`src/rtl/blmb_pkg.sv`:
```
// Shared types and constants of the bridge-loop MAC block table.
`timescale 1ns / 1ps

package blmb_pkg;

  localparam int unsigned MAC_W   = 48;
  localparam int unsigned VEC_W   = 32;
  localparam int unsigned TIMER_W = 8;

  localparam logic [TIMER_W-1:0] HOLD_TIME_RST = 8'd10;

  typedef enum logic {
    CMD_REPORT = 1'b0,
    CMD_TICK   = 1'b1
  } cmd_e;

  typedef enum logic [1:0] {
    ACT_BLOCK   = 2'd0,
    ACT_UNBLOCK = 2'd1,
    ACT_DROP    = 2'd2
  } action_e;

  typedef enum logic [2:0] {
    ST_IDLE,
    ST_COUNT,
    ST_SCAN,
    ST_DECIDE,
    ST_FLUSH,
    ST_TREAD,
    ST_TUPD
  } state_e;

  typedef struct packed {
    cmd_e             cmd;
    logic [MAC_W-1:0] mac_addr;
    logic [VEC_W-1:0] port_vector;
    logic             no_vector;
  } in_item_t;

  typedef struct packed {
    action_e          action;
    logic [MAC_W-1:0] out_mac;
    logic [VEC_W-1:0] out_vector;
    logic             out_no_vector;
    logic             last_result;
  } out_item_t;

endpackage

```
`src/rtl/bridge_loop_mac_block_table_unit.sv`:
```
// Top level of the bridge-loop MAC block table: sequencer, slot walk and result path.
`timescale 1ns / 1ps

// The unit keeps up to TABLE_DEPTH MAC addresses that were reported on more
// than one port at once and holds each blocked for the configured hold time
// in scan ticks.
// A report item (cmd 0) with two or more port bits set, or with no_vector
// set, is looked up: a new MAC goes to the lowest free slot and yields a
// block result, a known MAC with more ports than before is refreshed and
// yields a block, and a report that finds the table full yields a drop that
// carries the reported fields. A tick item (cmd 1) decrements every stored
// timer; each entry that reaches zero comes out as an unblock, in ascending
// slot order, and its slot is freed. The final result of an item carries
// last_result. The slot data sit in a table RAM with one write port and
// one read port. A report walks every slot, one slot per cycle, before
// it decides; a report that is not acted on skips the walk. A tick visits
// every slot and reads and rewrites each occupied one; an expiring slot
// waits while a result is held and the output is stalled. The input is
// stalled until the item is finished. A finished result waits in an output register,
// so the next item is taken even while the last result is still stalled.
// The hold time register may be written at any time the unit is idle; its
// reset value is 10, and zero makes an entry last 256 ticks.

module bridge_loop_mac_block_table_unit
  import blmb_pkg::*;
#(
  parameter int unsigned TABLE_DEPTH = 32,
  parameter int unsigned VECTOR_BITS = 32
) (
  input  logic         clk_i,
  input  logic         rst_ni,
  // item input
  input  logic         in_valid_i,
  output logic         in_stall_o,
  input  in_item_t     in_item_i,
  // result output
  output logic         out_valid_o,
  input  logic         out_stall_i,
  output out_item_t    out_item_o,
  // hold time register write
  input  logic         cfg_valid_i,
  output logic         cfg_ready_o,
  input  logic [TIMER_W-1:0] cfg_data_i
);

  localparam int unsigned IW    = (TABLE_DEPTH > 1) ? $clog2(TABLE_DEPTH) : 1;
  localparam int unsigned CNT_W = $clog2(VECTOR_BITS + 1);
  localparam logic [IW-1:0] LAST_IDX = IW'(TABLE_DEPTH - 1);

  // One slot as stored in the table RAM.
  typedef struct packed {
    logic [MAC_W-1:0]       mac;
    logic [VECTOR_BITS-1:0] vec;
    logic                   flag;
    logic [TIMER_W-1:0]     timer;
  } entry_t;

  localparam int unsigned ENTRY_W = $bits(entry_t);

  // ---------------------------------------------------------------------
  // State
  // ---------------------------------------------------------------------
  state_e                 state_q, state_d;
  logic [TIMER_W-1:0]     hold_time_q;

  // captured item
  logic [MAC_W-1:0]       item_mac_q;
  logic [VECTOR_BITS-1:0] item_vec_q;
  logic                   item_flag_q;
  logic [CNT_W-1:0]       cnt_q;

  // slot walk
  logic [IW-1:0]          idx_q;
  logic                   rd_done_q;
  logic                   cmp_vld_q;
  logic [IW-1:0]          cmp_idx_q;
  logic                   hit_q;
  logic [IW-1:0]          hit_idx_q;
  logic [VECTOR_BITS-1:0] hit_vec_q;
  logic                   free_q;
  logic [IW-1:0]          free_idx_q;
  logic [TABLE_DEPTH-1:0] valid_q;

  // one held result, so the last of a tick's results can be flagged
  logic                   pend_vld_q;
  out_item_t              pend_q;

  // output register
  logic                   out_vld_q;
  out_item_t              out_q;

  // ---------------------------------------------------------------------
  // Table RAM and shared counter
  // ---------------------------------------------------------------------
  logic               ram_rd_en;
  logic [IW-1:0]      ram_rd_addr;
  logic [ENTRY_W-1:0] ram_rd_data;
  logic               ram_wr_en;
  logic [IW-1:0]      ram_wr_addr;
  entry_t             ram_wr_data;
  entry_t             rd_entry;

  blmb_ram #(
    .WIDTH (ENTRY_W),
    .DEPTH (TABLE_DEPTH)
  ) u_slot_ram (
    .clk_i     (clk_i),
    .wr_en_i   (ram_wr_en),
    .wr_addr_i (ram_wr_addr),
    .wr_data_i (ram_wr_data),
    .rd_en_i   (ram_rd_en),
    .rd_addr_i (ram_rd_addr),
    .rd_data_o (ram_rd_data)
  );

  assign rd_entry = entry_t'(ram_rd_data);

  // The counter serves the reported vector first and the stored vector of
  // the hit slot later, when the two counts are compared.
  logic [VECTOR_BITS-1:0] pc_vec;
  logic [CNT_W-1:0]       pc_cnt;

  assign pc_vec = (state_q == ST_DECIDE) ? hit_vec_q : item_vec_q;

  blmb_popcnt #(
    .WIDTH (VECTOR_BITS)
  ) u_popcnt (
    .vec_i   (pc_vec),
    .count_o (pc_cnt)
  );

  // ---------------------------------------------------------------------
  // Decode helpers
  // ---------------------------------------------------------------------
  logic               in_accept;
  logic               is_last;
  logic               cmp_last;
  logic               act_ok;
  logic               hit_more;
  logic [TIMER_W-1:0] tupd_timer;
  logic               expire;
  logic               out_ld_ok;
  logic               tupd_go;

  assign in_accept  = in_valid_i && (state_q == ST_IDLE);
  assign is_last    = (idx_q == LAST_IDX);
  assign cmp_last   = (cmp_idx_q == LAST_IDX);
  assign act_ok     = (pc_cnt > CNT_W'(1)) || item_flag_q;
  assign hit_more   = (cnt_q > pc_cnt);
  assign tupd_timer = rd_entry.timer - TIMER_W'(1);
  assign expire     = (tupd_timer == '0);
  assign out_ld_ok  = !out_vld_q || !out_stall_i;
  // An expiring slot must first push the held result out.
  assign tupd_go    = !expire || !pend_vld_q || out_ld_ok;

  // ---------------------------------------------------------------------
  // Sequencer: next state
  // ---------------------------------------------------------------------
  always_comb begin
    state_d = state_q;
    case (state_q)
      ST_IDLE: begin
        if (in_valid_i) begin
          state_d = (in_item_i.cmd == CMD_TICK) ? ST_TREAD : ST_COUNT;
        end
      end
      ST_COUNT: begin
        state_d = act_ok ? ST_SCAN : ST_IDLE;
      end
      ST_SCAN: begin
        if (cmp_vld_q && cmp_last) begin
          state_d = ST_DECIDE;
        end
      end
      ST_DECIDE: begin
        state_d = (hit_q && !hit_more) ? ST_IDLE : ST_FLUSH;
      end
      ST_FLUSH: begin
        if (!pend_vld_q || out_ld_ok) begin
          state_d = ST_IDLE;
        end
      end
      ST_TREAD: begin
        if (valid_q[idx_q]) begin
          state_d = ST_TUPD;
        end else if (is_last) begin
          state_d = ST_FLUSH;
        end
      end
      ST_TUPD: begin
        if (tupd_go) begin
          state_d = is_last ? ST_FLUSH : ST_TREAD;
        end
      end
      default: state_d = ST_IDLE;
    endcase
  end

  // ---------------------------------------------------------------------
  // Sequencer: control outputs
  // ---------------------------------------------------------------------
  logic              pend_set;
  out_item_t         pend_data;
  logic              out_load;
  out_item_t         out_data;
  logic              valid_set;
  logic              valid_clr;

  always_comb begin
    ram_rd_en   = 1'b0;
    ram_rd_addr = idx_q;
    ram_wr_en   = 1'b0;
    ram_wr_addr = idx_q;
    ram_wr_data = rd_entry;
    pend_set    = 1'b0;
    pend_data   = pend_q;
    out_load    = 1'b0;
    out_data    = pend_q;
    valid_set   = 1'b0;
    valid_clr   = 1'b0;
    case (state_q)
      ST_SCAN: begin
        ram_rd_en = !rd_done_q;
      end
      ST_DECIDE: begin
        // new or refreshed entry and the report's own fields as the result
        ram_wr_data.mac   = item_mac_q;
        ram_wr_data.vec   = item_vec_q;
        ram_wr_data.flag  = item_flag_q;
        ram_wr_data.timer = hold_time_q;
        pend_data.action        = ACT_BLOCK;
        pend_data.out_mac       = item_mac_q;
        pend_data.out_vector    = VEC_W'(item_vec_q);
        pend_data.out_no_vector = item_flag_q;
        pend_data.last_result   = 1'b0;
        if (hit_q) begin
          if (hit_more) begin
            ram_wr_en   = 1'b1;
            ram_wr_addr = hit_idx_q;
            pend_set    = 1'b1;
          end
        end else if (free_q) begin
          ram_wr_en   = 1'b1;
          ram_wr_addr = free_idx_q;
          valid_set   = 1'b1;
          pend_set    = 1'b1;
        end else begin
          pend_data.action = ACT_DROP;
          pend_set         = 1'b1;
        end
      end
      ST_FLUSH: begin
        out_data.last_result = 1'b1;
        out_load             = pend_vld_q && out_ld_ok;
      end
      ST_TREAD: begin
        ram_rd_en = valid_q[idx_q];
      end
      ST_TUPD: begin
        ram_wr_data.timer       = tupd_timer;
        pend_data.action        = ACT_UNBLOCK;
        pend_data.out_mac       = rd_entry.mac;
        pend_data.out_vector    = VEC_W'(rd_entry.vec);
        pend_data.out_no_vector = rd_entry.flag;
        pend_data.last_result   = 1'b0;
        out_data.last_result    = 1'b0;
        if (tupd_go) begin
          ram_wr_en = 1'b1;
          if (expire) begin
            pend_set  = 1'b1;
            valid_clr = 1'b1;
            out_load  = pend_vld_q;
          end
        end
      end
      default: begin
      end
    endcase
  end

  // ---------------------------------------------------------------------
  // Control registers
  // ---------------------------------------------------------------------
  always_ff @(posedge clk_i or negedge rst_ni) begin
    if (!rst_ni) begin
      state_q      <= ST_IDLE;
      hold_time_q  <= HOLD_TIME_RST;
      valid_q      <= '0;
      idx_q        <= '0;
      rd_done_q    <= 1'b0;
      cmp_vld_q    <= 1'b0;
      hit_q        <= 1'b0;
      free_q       <= 1'b0;
      pend_vld_q   <= 1'b0;
      out_vld_q    <= 1'b0;
    end else begin
      state_q <= state_d;

      if (cfg_valid_i) begin
        hold_time_q <= cfg_data_i;
      end

      if (valid_set) begin
        valid_q[free_idx_q] <= 1'b1;
      end else if (valid_clr) begin
        valid_q[idx_q] <= 1'b0;
      end

      // walk index
      if (in_accept || state_q == ST_COUNT) begin
        idx_q <= '0;
      end else if (state_q == ST_SCAN && ram_rd_en && !is_last) begin
        idx_q <= idx_q + IW'(1);
      end else if (state_q == ST_TREAD && !valid_q[idx_q] && !is_last) begin
        idx_q <= idx_q + IW'(1);
      end else if (state_q == ST_TUPD && tupd_go && !is_last) begin
        idx_q <= idx_q + IW'(1);
      end

      // lookup: reads run one slot ahead of the compare
      cmp_vld_q <= (state_q == ST_SCAN) && ram_rd_en;
      if (state_q == ST_COUNT) begin
        rd_done_q <= 1'b0;
        hit_q     <= 1'b0;
        free_q    <= 1'b0;
      end else begin
        if (state_q == ST_SCAN && ram_rd_en && is_last) begin
          rd_done_q <= 1'b1;
        end
        if (cmp_vld_q) begin
          if (valid_q[cmp_idx_q]) begin
            if (!hit_q && rd_entry.mac == item_mac_q) begin
              hit_q <= 1'b1;
            end
          end else if (!free_q) begin
            free_q <= 1'b1;
          end
        end
      end

      if (pend_set) begin
        pend_vld_q <= 1'b1;
      end else if (out_load) begin
        pend_vld_q <= 1'b0;
      end

      if (out_load) begin
        out_vld_q <= 1'b1;
      end else if (!out_stall_i) begin
        out_vld_q <= 1'b0;
      end
    end
  end

  // ---------------------------------------------------------------------
  // Payload registers
  // ---------------------------------------------------------------------
  always_ff @(posedge clk_i) begin
    if (in_accept) begin
      item_mac_q  <= in_item_i.mac_addr;
      item_vec_q  <= in_item_i.port_vector[VECTOR_BITS-1:0];
      item_flag_q <= in_item_i.no_vector;
    end
    if (state_q == ST_COUNT) begin
      cnt_q <= pc_cnt;
    end
    cmp_idx_q <= idx_q;
    if (cmp_vld_q) begin
      if (valid_q[cmp_idx_q]) begin
        if (!hit_q && rd_entry.mac == item_mac_q) begin
          hit_idx_q <= cmp_idx_q;
          hit_vec_q <= rd_entry.vec;
        end
      end else if (!free_q) begin
        free_idx_q <= cmp_idx_q;
      end
    end
    if (pend_set) begin
      pend_q <= pend_data;
    end
    if (out_load) begin
      out_q <= out_data;
    end
  end

  assign in_stall_o  = (state_q != ST_IDLE);
  assign out_valid_o = out_vld_q;
  assign out_item_o  = out_q;
  assign cfg_ready_o = 1'b1;

`ifndef SYNTH
  // A held result is replaced only in the cycle it moves to the output.
  assert property (@(posedge clk_i) disable iff (!rst_ni)
    (pend_vld_q && pend_set) |-> out_load)
    else $error("held result overwritten before it was sent");

  // A result is loaded only when the output register is free or draining.
  assert property (@(posedge clk_i) disable iff (!rst_ni)
    out_load |-> (!out_vld_q || !out_stall_i))
    else $error("output register overwritten while stalled");

  // The final result of an item returns the unit to idle.
  assert property (@(posedge clk_i) disable iff (!rst_ni)
    (out_load && out_data.last_result) |=> (state_q == ST_IDLE))
    else $error("final result sent but item still in progress");

  // The tick walk only rewrites occupied slots.
  assert property (@(posedge clk_i) disable iff (!rst_ni)
    (state_q == ST_TUPD && ram_wr_en) |-> valid_q[idx_q])
    else $error("timer written back to a free slot");
`endif

endmodule

```
`src/rtl/blmb_ram.sv`:
```
// Generic single-write, single-read RAM with registered read data.
`timescale 1ns / 1ps

module blmb_ram #(
  parameter int unsigned WIDTH = 8,
  parameter int unsigned DEPTH = 32,
  localparam int unsigned AW   = (DEPTH > 1) ? $clog2(DEPTH) : 1
) (
  input  logic             clk_i,
  input  logic             wr_en_i,
  input  logic [AW-1:0]    wr_addr_i,
  input  logic [WIDTH-1:0] wr_data_i,
  input  logic             rd_en_i,
  input  logic [AW-1:0]    rd_addr_i,
  output logic [WIDTH-1:0] rd_data_o
);

  logic [WIDTH-1:0] mem_q [DEPTH];
  logic [WIDTH-1:0] rd_data_q;

  always_ff @(posedge clk_i) begin
    if (wr_en_i) begin
      mem_q[wr_addr_i] <= wr_data_i;
    end
    if (rd_en_i) begin
      rd_data_q <= mem_q[rd_addr_i];
    end
  end

  assign rd_data_o = rd_data_q;

endmodule

```
`src/rtl/blmb_popcnt.sv`:
```
// Shared set-bit counter built from nibble lookups.
`timescale 1ns / 1ps

module blmb_popcnt #(
  parameter int unsigned WIDTH = 32,
  localparam int unsigned CNT_W = $clog2(WIDTH + 1)
) (
  input  logic [WIDTH-1:0] vec_i,
  output logic [CNT_W-1:0] count_o
);

  localparam int unsigned NIBS  = (WIDTH + 3) / 4;
  localparam int unsigned PAD_W = NIBS * 4;
  localparam logic [2:0] NIBBLE_ONES [16] = '{
    3'd0, 3'd1, 3'd1, 3'd2, 3'd1, 3'd2, 3'd2, 3'd3,
    3'd1, 3'd2, 3'd2, 3'd3, 3'd2, 3'd3, 3'd3, 3'd4
  };

  logic [PAD_W-1:0] pad;
  logic [CNT_W-1:0] sum;

  always_comb begin
    pad = PAD_W'(vec_i);
    sum = '0;
    for (int k = 0; k < NIBS; k++) begin
      sum = sum + CNT_W'(NIBBLE_ONES[pad[4*k +: 4]]);
    end
    count_o = sum;
  end

endmodule
```
`config.mk`:
```
export PLATFORM = sky130hd
export DESIGN_NAME = bridge_loop_mac_block_table_unit
export DESIGN_NICKNAME = d
export VERILOG_FILES = /design/src/rtl/blmb_pkg.sv /design/src/rtl/bridge_loop_mac_block_table_unit.sv /design/src/rtl/blmb_ram.sv /design/src/rtl/blmb_popcnt.sv
export SDC_FILE = /design/constraint.sdc
export NUM_CORES = 2
export LEC_CHECK = 0
export BUFFER_PORTS_ARGS = -buffer_cell sky130_fd_sc_hd__buf_2
export CORE_MARGIN = 2
export CORE_UTILIZATION = 40
export CTS_BUF_LIST = sky130_fd_sc_hd__clkbuf_8
export CTS_CLUSTER_SIZE = 10
export DETAILED_ROUTE_END_ITERATION = 12
export GPL_TIMING_DRIVEN = 0
export PLACE_DENSITY = 0.53
export SLEW_MARGIN = 10
export SYNTH_ARGS = -nofsm -noshare
export SYNTH_HDL_FRONTEND = slang
export SYNTH_SLANG_ARGS = --single-unit
```
`constraint.sdc`:
```
create_clock -name clk_i -period 26.8 [get_ports clk_i]
set_input_delay 6.7 -clock clk_i [delete_from_list [all_inputs] [get_ports clk_i]]
set_output_delay 6.7 -clock clk_i [all_outputs]
set_load 0.01 [all_outputs]
```
# --- After elaboration in Yosys (flattened, before gate mapping) ---
# Memory sizes are Yosys's and may differ from the RTL's. A register that Yosys moved wholly into a read port is not among the register bits.
# Index checks and enable logic that the tools add are counted.
classes:
  n_addsub: 9
  magnitude_cmp: 15
  eq_ne: 16
  mux: 83
  bitwise: 13
  reduce_logical: 46
ops:
  columns: ["cell", "count"]
  rows:
  - ["$pmux 84 s2", 1]
  - ["$mux 32", 3]
  - ["$mux 81", 1]
  - ["$mux 3", 24]
  - ["$eq 48x48->1", 1]
  - ["$ge 5x5->1 const B", 8]
  - ["$mux 5", 8]
  - ["$not 4->5", 8]
  - ["$add 6x3->6", 6]
  - ["$and 32x32->32", 1]
  - ["$mux 1", 32]
  - ["$not 32->32", 1]
  - ["$or 32x32->32", 1]
  - ["$pmux 3 s7", 1]
  - ["$lt 5x6->1 const B", 3]
  - ["$pmux 8 s2", 1]
  - ["$logic_and 1x1->1", 14]
  - ["$reduce_bool 2->1", 7]
  - ["$bmux 1 s5", 2]
  - ["$demux 1 s5", 2]
  - ["$eq 5x5->1 const B", 2]
  - ["$ge 5x1->1 const B", 2]
  - ["$ne 2x2->1 const B", 5]
  - ["$pmux 1 s2", 5]
  - ["21 further kinds", 43]
word_totals:
  reg_bits: 356
  mem_bits_rw: 2848
  mem_bits_ro: 384
  output_inout_bits: 87
  wordCells: 219
  memories: 9
mem_list:
  columns: ["memory", "depth", "width", "read_ports", "rd_clocked_by_memory_dff", "write_ports", "line", "source"]
  rows:
  - ["u_slot_ram.mem_q", 32, 89, 1, 1, 1, "blmb_ram.sv:18", "logic [WIDTH-1:0] mem_q [DEPTH];"]
  - ["(no name shown)", 16, 3, 1, 0, 0, "blmb_popcnt.sv:26", "sum = sum + CNT_W'(NIBBLE_ONES[pad[4*k +: 4]]);"]
  - ["(no name shown)", 16, 3, 1, 0, 0, "blmb_popcnt.sv:26", null]
  - ["(no name shown)", 16, 3, 1, 0, 0, "blmb_popcnt.sv:26", null]
  - ["(no name shown)", 16, 3, 1, 0, 0, "blmb_popcnt.sv:26", null]
  - ["(no name shown)", 16, 3, 1, 0, 0, "blmb_popcnt.sv:26", null]
  - ["+3 memories", null, null, null, null, null, null, null]

# --- Logic depth before layout (Yosys ltp) ---
logic_depth:
  depth_word: 19
  depth_mapped: 37
  mapped_depth_nobuf: 32

# --- Cells and area by module ---
# Synthesis repeated with hierarchy kept, for this count alone.
unflattened:
  cells_unflattened: 6735
  hier_area_um2: 127702.5
modules_own_cells:
  columns: ["module", "instances", "cells_each", "area_each_um2", "seq_area_each_um2"]
  rows:
  - ["blmb_ram", 1, 5204, 110880.1, 88194.6]
  - ["bridge_loop_mac_block_table_unit", 1, 1384, 15507.4, 10342.4]
  - ["blmb_popcnt", 1, 147, 1315.0, 0.0]

# --- Worst setup path before layout ---
# Ideal clock, no wire load.
synth_path:
  path_type: "input port to flip-flop"
  from: "input port in_valid_i"
  to: "register idx_q[2]"
  setup_time_ns: 0.144
  arrival_ns: 12.876
  required_ns: 26.656
  slack_ns: 13.780
  stages: 4
  path_buffers: 0
  cell_sequence: "nand2b_1 -> nor3_1 -> or2_1 -> a311oi_1"
synth_via:
  elab_chain_cells: 3
synth_rtl:
  columns: ["item", "line", "source"]
  rows:
  - ["from (decl)", "bridge_loop_mac_block_table_unit.sv:33", "input logic in_valid_i,"]
  - ["$logic_and 1x1->1 (*)", "bridge_loop_mac_block_table_unit.sv:145", "assign in_accept = in_valid_i && (state_q == ST_IDLE);"]
  - ["net in_accept", "bridge_loop_mac_block_table_unit.sv:135", "logic in_accept;"]
  - ["$logic_or 1x1->1 (*)", "bridge_loop_mac_block_table_unit.sv:310", "if (in_accept || state_q == ST_COUNT) begin"]
  - ["$reduce_bool 4->1 (no line) / $mux 5 (equally long branches)", null, null]
  - ["to (signal assigned)", "bridge_loop_mac_block_table_unit.sv:313", "idx_q <= idx_q + IW'(1);"]
  - ["to (signal assigned)", "bridge_loop_mac_block_table_unit.sv:315", "idx_q <= idx_q + IW'(1);"]
  - ["to (signal assigned)", "bridge_loop_mac_block_table_unit.sv:317", "idx_q <= idx_q + IW'(1);"]
  - ["to (decl)", "bridge_loop_mac_block_table_unit.sv:73", "logic [IW-1:0] idx_q;"]
# The timed path passes the listed nets; every way through them passes the cells marked *.
# A chain may end at the register's enable or synchronous reset.

# --- Worst setup path in the final report ---
layout_path:
  from: "register state_q[2]"
  to: "memory u_slot_ram.mem_q[23][56] in the netlist's numbering, enable pin"
layout_via:
  elab_chain_cells: 19
layout_rtl:
  columns: ["item", "line", "source"]
  rows:
  - ["from (decl)", "bridge_loop_mac_block_table_unit.sv:63", "state_e state_q, state_d;"]
  - ["from (signal assigned)", "bridge_loop_mac_block_table_unit.sv:297", "state_q <= state_d;"]
  - ["$eq 3x2->1 (*)", "bridge_loop_mac_block_table_unit.sv:123", "assign pc_vec = (state_q == ST_DECIDE) ? hit_vec_q : item_vec_q;"]
  - ["$mux 32 (*)", "bridge_loop_mac_block_table_unit.sv:123", null]
  - ["$not 4->5 (implied by the code)", "blmb_popcnt.sv:26", null]
  - ["$mem_v2 16x3", null, null]
  - ["$mux 3 (implied by the code) (2 in series)", "blmb_popcnt.sv:26", null]
  - ["$add 3x3->4", "blmb_popcnt.sv:26", null]
  - ["$add 6x3->6 (5 in series)", "blmb_popcnt.sv:26", null]
  - ["$add 6x3->6 (*)", "blmb_popcnt.sv:26", null]
  - ["net pc_cnt[4]", "bridge_loop_mac_block_table_unit.sv:121", "logic [CNT_W-1:0] pc_cnt;"]
  - ["$gt 6x6->1 (*)", "bridge_loop_mac_block_table_unit.sv:149", "assign hit_more = (cnt_q > pc_cnt);"]
  - ["$mux 1", "bridge_loop_mac_block_table_unit.sv:237", "if (hit_more) begin"]
  - ["$mux 1", "bridge_loop_mac_block_table_unit.sv:236", "if (hit_q) begin"]
  - ["$pmux 1 s2", "bridge_loop_mac_block_table_unit.sv:221", "case (state_q)"]
  - ["$mux 1", "blmb_ram.sv:22", "if (wr_en_i) begin"]
  - ["$mux 1 (implied by the code)", "blmb_ram.sv:23", "mem_q[wr_addr_i] <= wr_data_i;"]
  - ["to (decl)", "blmb_ram.sv:18", null]
# The timed path passes the listed nets; every way through them passes the cells marked *. The select of a mux whose other input is x is not followed.

==> results.py <==
metrics = {
    "route": {
        "dr_total_vias": 70010,
        "drt_iter0_drc": 11740,
        "routedWlPerCell_um": 38.89,
        "via_per_inst": 6.092,
        "drt_first_pass_iters": 8,
        "drc": 0,
        "postRouteAntennaNets": 0,
        "routed_wl_mm": 446.9,
    },
    "outcome": {
        "outcome": "finished, final reports clean",
    },
    "yosys": {
        "ys_seq_area_share_pct": 78.44,
        "syn-cell-area_sq_um": 125600,
        "synth.avg_cell_area_sq_um": 21.26,
        "synth.top_cell.area_share_pct": 77.28,
        "ys_top_cells_by_area": "edfxtp_1 (77%), mux4_2 (13%), a22oi_1 (2.2%), nand2_1 (1.6%), dfrtp_1 (1.0%)",
        "ys_ff_latch": 3292,
        "synth_async_sr_flop_share_pct": 1.640,
        "syn_inst": 5908,
        "synth_edf_count": 3233,
        "yosys_warnings": 0,
        "syn_nets": 6065,
        "synth_largest_area_cell": "edfxtp_1",
        "synth_cell_type_count": 74,
        "synth_ff_type": "edfxtp_1",
    },
    "cells_and_area": {
        "nets": 7082,
        "layout_commonest_cell": "edfxtp_1",
        "nFillCells": 25720,
        "mostFrequentLayoutCells": "edfxtp_1 (3,233), mux4_2 (722), clkbuf_8 (564)",
        "drive_above_1_share_pct": 28.63,
        "finalNonFillerCells": 11490,
        "area_growth_pct": 18.04,
    },
    "clock_network": {
        "clk_latency_ns": 1.20,
        "path_clk_slew_ns": 0.06,
        "post_cts_resized": 0,
        "htree_num_levels": 6,
        "cts_buffers": 563,
        "clock-sinks": 3292,
        "postCtsHoldBufs": 0,
        "postCtsSetupBuffers": 0,
        "cts_tree": "yes",
        "cts_root_buffer": "clkbuf_8",
        "clockBufferDepth": 4,
    },
    "global_routing": {
        "grt_pass1_wl_mm": 594.1,
        "grt_overflow_total": 0,
        "track_usage_pct": 27.80,
        "grt_pass1_vias": 68650,
        "antenna_found_initial": 32,
        "grt_max_degree": 51,
    },
    "sta": {
        "rsz0062_at_grt": "no",
        "setup_tns_ns": 0,
        "whs_ns": 0.4049,
        "timing.final.crit_period_ns": 13.91,
        "fin_crit_sh_pct": 51.90,
        "final-hold-violation-count": 0,
        "skew_ns": 0.07076,
        "fmax_mhz": 71.89,
        "drv_slew": 0,
        "max_slew_margin_pct": 6.556,
        "setup_viol": 0,
        "worstMarginPinSlew_ns": 1.402,
    },
    "worst_hold_path": {
        "min_to": "out_item_o[26]",
        "whs_path_depth": 0,
        "holdCritPathClass": "reg2reg",
        "min-delay-start": "out_data[26]",
    },
    "die": {
        "num_rows": 205,
        "core_area_sq_um": 312200,
        "dieArea_sq_um": 318600,
        "die_h_um": 564.4,
        "ios": 182,
        "initial_core_util_pct": 40.24,
        "die_w_um": 564.4,
    },
    "flow_run": {
        "cap_violations": 0,
    },
    "setup_path": {
        "r2r-end": "u_slot_ram.mem_q[23][56]",
        "startpoint": "state_q[2]",
        "critPathArrivalTime_ns": 14.76,
        "cp_max_fo": 15,
        "cp_common_cell": "fa_1",
        "cpMaxStageDelayCell": "xnor2_1",
        "r2r-start": "state_q[2]",
        "crit_type": "reg2reg",
        "r2r_slack_ns": 12.89,
        "endpoint_kind": "register",
        "crit_required_ns": 27.65,
        "reg2reg_depth": 38,
        "startpoint_type": "register",
        "critPathMaxStageDelay_ns": 0.94,
    },
    "power": {
        "ir_drop_v": 0.0006769,
        "power.density_nw_per_um2": 103.4,
        "cellLeakagePower_nw": 47.68,
    },
    "placement": {
        "dp_cells": 10500,
        "gp_congestion": 0.8104,
        "port_buffers": 179,
        "post-dp-hpwl_mm": 298.6,
    },
}
## cell families (layout without fill, tap and decap cells)
logic type / count (synthesis) / in the layout / share of synthesized area, %
xor+xnor: 62 / 62 / 0.4322
other cells: 1 / 10 / 0.002985
buf+inv: 365 / 1800 / 1.174
mux: 768 / 768 / 13.32
compound gates: 543 / 543 / 3.075
fa+ha+maj: 62 / 62 / 0.7012
flops: 3292 / 3292 / 78.44
simple gates: 815 / 815 / 2.858
## metal layers
| metal | part of all wire (%) | vias up | wire length [um] | GRT usage [%] |
|---|---|---|---|---|
| met5 | 0.038 | - | 171 | 0 |
| met4 | 3.4 | 24 | 15020 | 9.117 |
| met3 | 11 | 755 | 50010 | 6.792 |
| met2 | 45 | 4606 | 201200 | 41.82 |
| met1 | 40 | 37860 | 180500 | 39.84 |
| li1 | - | 26770 | - | - |
## worst max path at each step
stage / to / slack, ns / cells past startpoint
floorplan: idx_q[2] / 13.78 / 4
global placement: u_slot_ram.mem_q[5][43] / 1.55 / 33
detailed placement: u_slot_ram.mem_q[23][56] / 12.98 / 38
CTS: u_slot_ram.mem_q[23][55] / 12.95 / 38
global route: u_slot_ram.mem_q[23][55] / 12.61 / 39
finish: u_slot_ram.mem_q[23][56] / 12.89 / 38
## layout make-up
class                      count  area [sq um]  share of cell area, %
antenna                        9         22.52                0.01519
buffer                       309          1396                 0.9416
clock buffer                 564          7762                  5.235
clock inverter               419          2610                  1.760
inverter                      56         210.2                 0.1418
multi-input combinational   2251         25960                  17.51
sequential                  3292         98540                  66.45
tap                         4140          5180                  3.493
timing repair buffer         452          6613                  4.459
## registers in the layout (all words and copies together) (netlist names), 3 cells and up
name / cells
item_vec_q: 32
u_slot_ram.mem_q: 2848
cmp_idx_q: 5
out_item_o: 84
cnt_q: 6
item_mac_q: 48
out_data: 83
valid_q: 32
state_q: 3
hold_time_q: 8
u_slot_ram.rd_data_o: 89
idx_q: 5
hit_vec_q: 32
free_idx_q: 5
hit_idx_q: 5
## synth_stat cells, types with 18 or more instances
cell type,count
edfxtp_1,3233
mux4_2,722
nand2_1,536
a22oi_1,360
clkbuf_1,174
nand4_1,96
o21ai_0,70
buf_2,69
nor2_1,69
buf_1,63
inv_1,56
dfrtp_1,52
ha_1,48
xor2_1,44
mux2i_1,36
a21oi_1,33
nand3_1,20
xnor2_1,18
## worst max-delay path: cells and delay by family, from the launching register on
| family | cells | cell delay [ns] |
|---|---|---|
| flops | 1 | 0.44 |
| simple gates | 6 | 2.28 |
| compound gates | 7 | 1.85 |
| xor+xnor | 2 | 1.36 |
| buf+inv | 14 | 3.88 |
| fa+ha+maj | 9 | 3.52 |
## per-stage QoR
| stage | utilization (%) | power (mW) | worst slack, ns | area, sq um |
|---|---|---|---|---|
| 2_1_floorplan | - | 9.091 | 13.78 | 125600 |
| 3_3_place_gp | 42.19 | 11.02 | 1.553 | 131700 |
| 3_5_place_dp | 44.17 | 11.15 | 12.98 | 137900 |
| 4_1_cts | 47.49 | 15.38 | 12.95 | 148200 |
| 5_1_grt | 47.50 | 15.92 | 12.61 | 148300 |
| 6_report | 47.51 | 15.33 | 12.89 | 148300 |
## power by group
part	switching [mW]	internal (mW)
clock network	2.16	2.12
logic	3.03	1.29
registers	0.140	6.59
total	5.33	10.0
Note: power is estimated with default switching activity, not from simulation.
